==> config.mk <==
export PLATFORM = sky130hd
export DESIGN_NAME = button_debounce_press_classifier
export DESIGN_NICKNAME = d
export VERILOG_FILES = /design/src/rtl/bdpc_pkg.sv /design/src/rtl/button_debounce_press_classifier.sv
export SDC_FILE = /design/constraint.sdc
export NUM_CORES = 1
export LEC_CHECK = 0
export BUFFER_PORTS_ARGS = -buffer_cell sky130_fd_sc_hd__buf_4
export CORE_UTILIZATION = 40
export CTS_BUF_LIST = sky130_fd_sc_hd__clkbuf_4
export DETAILED_ROUTE_END_ITERATION = 6
export GPL_TIMING_DRIVEN = 1
export HOLD_SLACK_MARGIN = 0.12
export SYNTH_ARGS = -nofsm -noshare
export SYNTH_HDL_FRONTEND = slang
export SYNTH_SLANG_ARGS = --single-unit
==> constraint.sdc <==
create_clock -name clk -period 15.72 [get_ports clk]
set_clock_uncertainty 0.05 [all_clocks]
set_input_delay 4.716 -clock clk [delete_from_list [all_inputs] [get_ports clk]]
set_output_delay 4.716 -clock clk [all_outputs]
set_load 0.1 [all_outputs]
==> src/rtl/bdpc_pkg.sv <==
package bdpc_pkg;

  localparam int unsigned TimeW  = 32;
  localparam int unsigned CfgW   = 16;
  localparam int unsigned PhaseW = 3;
  localparam int unsigned CfgIdxW = 1;

  localparam logic [CfgIdxW-1:0] REG_DEBOUNCE   = 1'd0;
  localparam logic [CfgIdxW-1:0] REG_LONG_PRESS = 1'd1;

  localparam logic [CfgW-1:0] DEBOUNCE_RESET   = 16'd50;
  localparam logic [CfgW-1:0] LONG_PRESS_RESET = 16'd1000;

endpackage

==> src/rtl/button_debounce_press_classifier.sv <==
// channel | direction | handshake          | payload
// --------+-----------+--------------------+-----------------------------------
// in      | in        | in_valid/in_ready  | now_ms, pin_pressed, edge_event
// out     | out       | out_valid/out_ready| short_press, long_press, fsm_state
// cfg     | in        | cfg_we             | cfg_index, cfg_data
//
// One poll per cycle unless stalled; each poll yields one registered word.
// The state update and result are one compare-and-select pass on 32-bit
// time differences, written straight into the state and result registers.
// in_ready stays high while the result register is empty or being drained.
// rst (synchronous) clears the state and timestamps and restores the
// configuration defaults.
module button_debounce_press_classifier (
  input  logic                           clk,
  input  logic                           rst,
  input  logic                           in_valid,
  output logic                           in_ready,
  input  logic [bdpc_pkg::TimeW-1:0]     now_ms,
  input  logic                           pin_pressed,
  input  logic                           edge_event,
  output logic                           out_valid,
  input  logic                           out_ready,
  output logic                           short_press,
  output logic                           long_press,
  output logic [bdpc_pkg::PhaseW-1:0]    fsm_state,
  input  logic                           cfg_we,
  input  logic [bdpc_pkg::CfgIdxW-1:0]   cfg_index,
  input  logic [bdpc_pkg::CfgW-1:0]      cfg_data
);
  import bdpc_pkg::*;

  typedef enum logic [PhaseW-1:0] {
    PH_IDLE    = 3'd0,
    PH_DEB_PR  = 3'd1,
    PH_PRESSED = 3'd2,
    PH_DEB_REL = 3'd3,
    PH_LONG    = 3'd4
  } phase_t;

  logic [CfgW-1:0]  debounce_ms;
  logic [CfgW-1:0]  long_press_ms;
  phase_t           phase;
  phase_t           phase_next;
  logic [TimeW-1:0] press_time;
  logic [TimeW-1:0] press_time_next;
  logic [TimeW-1:0] release_time;
  logic [TimeW-1:0] release_time_next;
  logic             edge_pending;
  logic             edge_pending_next;
  logic             long_seen;
  logic             long_seen_next;
  logic             short_next;
  logic             long_next;
  logic [TimeW-1:0] press_dt;
  logic [TimeW-1:0] release_dt;
  logic             press_deb_done;
  logic             release_deb_done;
  logic             long_due;
  logic             in_fire;

  assign in_ready = !out_valid || out_ready;
  assign in_fire  = in_valid && in_ready;

  assign press_dt         = now_ms - press_time;
  assign release_dt       = now_ms - release_time;
  assign press_deb_done   = press_dt >= {{(TimeW-CfgW){1'b0}}, debounce_ms};
  assign release_deb_done = release_dt >= {{(TimeW-CfgW){1'b0}}, debounce_ms};
  assign long_due         = press_dt >= {{(TimeW-CfgW){1'b0}}, long_press_ms};

  always_comb begin
    logic ep;
    ep                = edge_pending || edge_event;
    phase_next        = phase;
    press_time_next   = press_time;
    release_time_next = release_time;
    edge_pending_next = ep;
    long_seen_next    = long_seen;
    short_next        = 1'b0;
    long_next         = 1'b0;
    case (phase)
      PH_DEB_PR: begin
        if (press_deb_done) begin
          if (pin_pressed) begin
            phase_next     = PH_PRESSED;
            long_seen_next = 1'b0;
          end else begin
            phase_next = PH_IDLE;
          end
        end
      end
      PH_PRESSED: begin
        if (ep) begin
          edge_pending_next = 1'b0;
          if (!pin_pressed) begin
            phase_next        = PH_DEB_REL;
            release_time_next = now_ms;
          end
        end
        // long-press check wins over a release seen in the same poll
        if (!long_seen && long_due) begin
          long_seen_next = 1'b1;
          phase_next     = PH_LONG;
          long_next      = 1'b1;
        end
      end
      PH_DEB_REL: begin
        if (release_deb_done) begin
          if (!pin_pressed) begin
            short_next = !long_seen;
            phase_next = PH_IDLE;
          end else begin
            phase_next = PH_PRESSED;
          end
        end
      end
      PH_LONG: begin
        if (ep) begin
          edge_pending_next = 1'b0;
          if (!pin_pressed) begin
            phase_next        = PH_DEB_REL;
            release_time_next = now_ms;
          end
        end
      end
      default: begin
        phase_next = PH_IDLE;
        if (ep) begin
          edge_pending_next = 1'b0;
          if (pin_pressed) begin
            phase_next      = PH_DEB_PR;
            press_time_next = now_ms;
          end
        end
      end
    endcase
  end

  always_ff @(posedge clk) begin
    if (rst) begin
      debounce_ms   <= DEBOUNCE_RESET;
      long_press_ms <= LONG_PRESS_RESET;
    end else if (cfg_we) begin
      case (cfg_index)
        REG_DEBOUNCE:   debounce_ms   <= cfg_data;
        REG_LONG_PRESS: long_press_ms <= cfg_data;
        default: ;
      endcase
    end
  end

  always_ff @(posedge clk) begin
    if (rst) begin
      phase        <= PH_IDLE;
      press_time   <= '0;
      release_time <= '0;
      edge_pending <= 1'b0;
      long_seen    <= 1'b0;
      out_valid    <= 1'b0;
      short_press  <= 1'b0;
      long_press   <= 1'b0;
      fsm_state    <= PH_IDLE;
    end else begin
      if (in_fire) begin
        phase        <= phase_next;
        press_time   <= press_time_next;
        release_time <= release_time_next;
        edge_pending <= edge_pending_next;
        long_seen    <= long_seen_next;
        short_press  <= short_next;
        long_press   <= long_next;
        fsm_state    <= phase_next;
        out_valid    <= 1'b1;
      end else if (out_ready) begin
        // drop the word once taken
        out_valid <= 1'b0;
      end
    end
  end

  a_pulses_exclusive: assert property (@(posedge clk) disable iff (rst)
    out_valid |-> !(short_press && long_press))
    else $error("short and long press in one word");

  a_long_in_long_phase: assert property (@(posedge clk) disable iff (rst)
    (out_valid && long_press) |-> (fsm_state == PH_LONG) && long_seen)
    else $error("long press without long held phase");

  a_short_to_idle: assert property (@(posedge clk) disable iff (rst)
    (out_valid && short_press) |-> (fsm_state == PH_IDLE) && !long_seen)
    else $error("short press not ending in idle");

  a_state_matches: assert property (@(posedge clk) disable iff (rst)
    out_valid |-> (fsm_state == phase))
    else $error("reported state differs from held phase");

  a_held_when_stalled: assert property (@(posedge clk) disable iff (rst)
    (out_valid && !out_ready) |=> out_valid && $stable(phase))
    else $error("phase advanced while result stalled");

endmodule

==> results_dict.tcl <==
set metrics [dict create \
    buffer_ports.inserted 62 \
    max_slew_margin_pct 28.47 \
    critPathCaptureType "primary output" \
    route.detailed.drc 0 \
    grt_pass1_vias 7634 \
    yosys_warnings 0 \
    timing_max_transition_violations_final 0 \
    total_via_count_in_the_routed_design 8250 \
    critical-path-slowest-cell "buf_4" \
    setup.worst_path.class "in2out" \
    yosys.cell_types.count 79 \
    async_flop_share_pct 0 \
    top_cell_family_by_delay_on_the_critical_path "buffers and inverters" \
    design_power_total_uw 661.3 \
    critPathMostFrequentCell "buf_4" \
    detail_route.wirelength_um 23980 \
    num_io_pins 63 \
    layout-drive-gt1-share_pct 8.104 \
    regToRegStartpoint "press_time[0]$_SDFFE_PP0P_" \
    outcome "finished clean" \
    unrepaired_setup_endpoints_after_global_routing "false" \
    routabilityCongestion 0.8822 \
    max_clock_freq_mhz 99.89 \
    timing.final.crit_share_pct 63.68 \
    ys_dominant_reg_cell "dfxtp_1" \
    worstPathCellList "buf_4 -> nand2b_1 -> buf_4" \
    final_nets 1398 \
    timing.critical_path.buf_inv 2 \
    overall_fraction_of_global_route_tracks_in_use_pct 22.15 \
    cap_violations 0 \
    syn_nets 1372 \
    synth_seq_area_share_pct 23.80 \
    global_route.overflow_total 0 \
    fin_setup_tns_ps 0 \
    tritoncts "yes" \
    pwr-share-comb_pct 35.5 \
    multi_input_area_um2 6062 \
    cts_sinks 104 \
    syn-instance-count 1204 \
    critical_path.max_stage_delay_ps 310 \
    worst_r2r_endpoint "phase[0]$_SDFFE_PP0P_" \
    synth_largest_type_area_fraction_pct 23.80 \
    worstHoldEndpoint "long_press$_SDFFE_PP0P_" \
    cts.root.buffer_cell "clkbuf_4" \
    routed_wire_length_per_instance_um 15.88 \
    tightest_slew_ps 1073 \
    critPathLaunchType "primary input" \
    p_int_uw 414.3 \
    sequential_share_of_power_pct 41.8 \
    finalHoldViolations 0 \
    reg2reg_depth 17 \
    area_growth_syn_to_layout_pct 8.896 \
    post_drt_via_cell_ratio 5.464 \
    share_clk_of_total_power_pct 22.7 \
    holdPathStages 2 \
    antenna_violations_before_repair 1 \
    cts_hold_buf 0 \
    number_of_buffers_between_clock_root_and_the_deepest_sink 2 \
    dp.final_hpwl_um 18480 \
    post-route-worst-setup-slack_ps 5709 \
    min-delay-start "long_press$_SDFFE_PP0P_" \
    postCtsResizedCells 0 \
    synth.largest_area_cell "dfxtp_1" \
    placed_cell_area_um2 9382 \
    postCtsSetupRepairBufs 0 \
    drt_first_iter_violations 549 \
    layout.cell_area.non_filler_um2 9527 \
    grt_start_max_net_pins 96 \
    hold_path_class "reg2reg" \
    reg2reg_slack_ps 11050 \
    irDropWorstVdd_mv 0.02466 \
    switching_share_pct 37.34 \
    dp_slack_ps 5705 \
    worst_skew_pair.late_latency_ps 510 \
    core_area_um2 21220 \
    critPathRequiredTime_ps 10950 \
    synth_enable_flop_cells 0 \
    p_leak_uw 0.003607 \
    netlist_top_cells_count "254 x nand2_1, 167 x a21oi_1, 110 x ha_1" \
    critPathMaxFanout 4 \
    drtPass1Iterations 5 \
    total_number_of_placement_rows 53 \
    clk_pin_slew_worst_paths_ps 160 \
    utilization_pct 44.89 \
    cts-buffers-inserted 9 \
    syn_avg_cell_area_um2 7.266 \
    number_of_register_bits_inferred_by_synthesis 104 \
    netSwitchingPower_uw 247.0 \
    first_pass_grt_wire_length_um 39340 \
    fillCellCount 2226 \
    die_h_um 149.9 \
    synthTopCellsByArea "dfxtp_1 24%, ha_1 16%, nand2_1 11%" \
    syn_area_um2 8748 \
    start_util_pct 41.23 \
    die_area_um2 22470 \
    timing.final.setup_violations 0 \
    sequential_cell_area_um2 2082 \
    drtAntennaViolNets 0 \
    htreeDepth 3 \
    die_width_um 149.9 \
    synth.most_common_cell "nand2_1" \
    power.density_cell_area_nw_per_um2 69.41 \
    timing.critical_path.arrival_ps 5240 \
    period_minus_slack_ps 10010 \
]
## sequential cells by signal, indices dropped and copies added (netlist names)
register,flops
phase,3
long_press_ms,16
long_seen,1
debounce_ms,16
release_time,32
out_valid,1
short_press,1
edge_pending,1
long_press,1
press_time,32
## cells by family after synthesis
group / share of synthesized area (%)
AO/OA/AOI/OAI: 25.69
AND/OR/NAND/NOR: 21.71
XOR/XNOR: 5.106
adder cells (fa/ha/maj): 16.19
multiplexers: 0.5721
buffers and inverters: 6.936
flip-flops: 23.80
## power groups by stage
stage / Sequential (uW) / Combinational, uW / Clock (uW)
finish: 276 / 234 / 150
global placement: 282 / 230 / 0
global route: 278 / 264 / 166
detailed placement: 282 / 232 / 0
floorplan: 284 / 163 / 0
CTS: 277 / 233 / 157
## final cells by class
cell class	count	area share (%)
Antenna cell	1	0.02627
Clock buffer	9	0.7092
Clock inverter	6	0.7880
Inverter	106	4.177
Multi-Input combinational cell	943	63.63
Sequential cell	104	21.85
Tap cell	275	3.612
Timing Repair Buffer	66	5.201
## metal layers
| layer | global-route usage [%] | share of wire (%) | vias to the layer above | wire, um |
|---|---|---|---|---|
| met5 | 0 | 0 | - | 0 |
| li1 | - | - | 4259 | - |
| met3 | 2.652 | 4.3 | 26 | 1028 |
| met2 | 34.49 | 43 | 187 | 10220 |
| met4 | 6.919 | 2.0 | 0 | 483 |
| met1 | 31.53 | 51 | 3778 | 12260 |
## layout by cell type (no fill, tap or decap), drive strengths merged, types with 12 or more instances in the layout
| cell | instances |
|---|---|
| nand2 | 254 |
| a21oi | 170 |
| ha | 110 |
| inv | 109 |
| dfxtp | 104 |
| buf | 66 |
| nor2 | 50 |
| o21ai | 43 |
| xnor2 | 31 |
| a21o | 26 |
| xor2 | 20 |
| nand4 | 20 |
| o211ai | 17 |
| nand2b | 16 |
| nor3 | 15 |
| nor2b | 14 |
| a31oi | 12 |
| nand3 | 12 |
## worst reg2reg max path: stages, from the launching register on
cell and delay [ps]:
dfxtp_1 360, ha_1 220, fa_1 410, nor2b_1 230
o2111ai_2 200, a211oi_2 440, nor3_4 90, o21ai_0 220
xor2_1 400, ha_1 330, nor2b_1 130, o21ai_0 140
o211a_1 160, o41ai_1 110, nor4b_1 480, a21o_1 280
nor2_1 80, a311oi_2 260
## metrics by stage
stage                     hold slack (ps)  cells
after floorplan                     386.3   1204
after global placement              391.9   1494
after detailed placement            396.3   1494
after CTS                           416.3   1509
after global routing                431.5   1510
final                               416.1   1510
## worst max-delay path by stage
| stage | start | end | cells past startpoint |
|---|---|---|---|
| finish | out_ready | in_ready | 3 |
| CTS | out_ready | in_ready | 3 |
| global route | out_ready | in_ready | 3 |
| floorplan | out_ready | in_ready | 1 |
| detailed placement | out_ready | in_ready | 3 |
| global placement | out_ready | in_ready | 3 |
No activity file was read; power rests on OpenSTA's default activity.
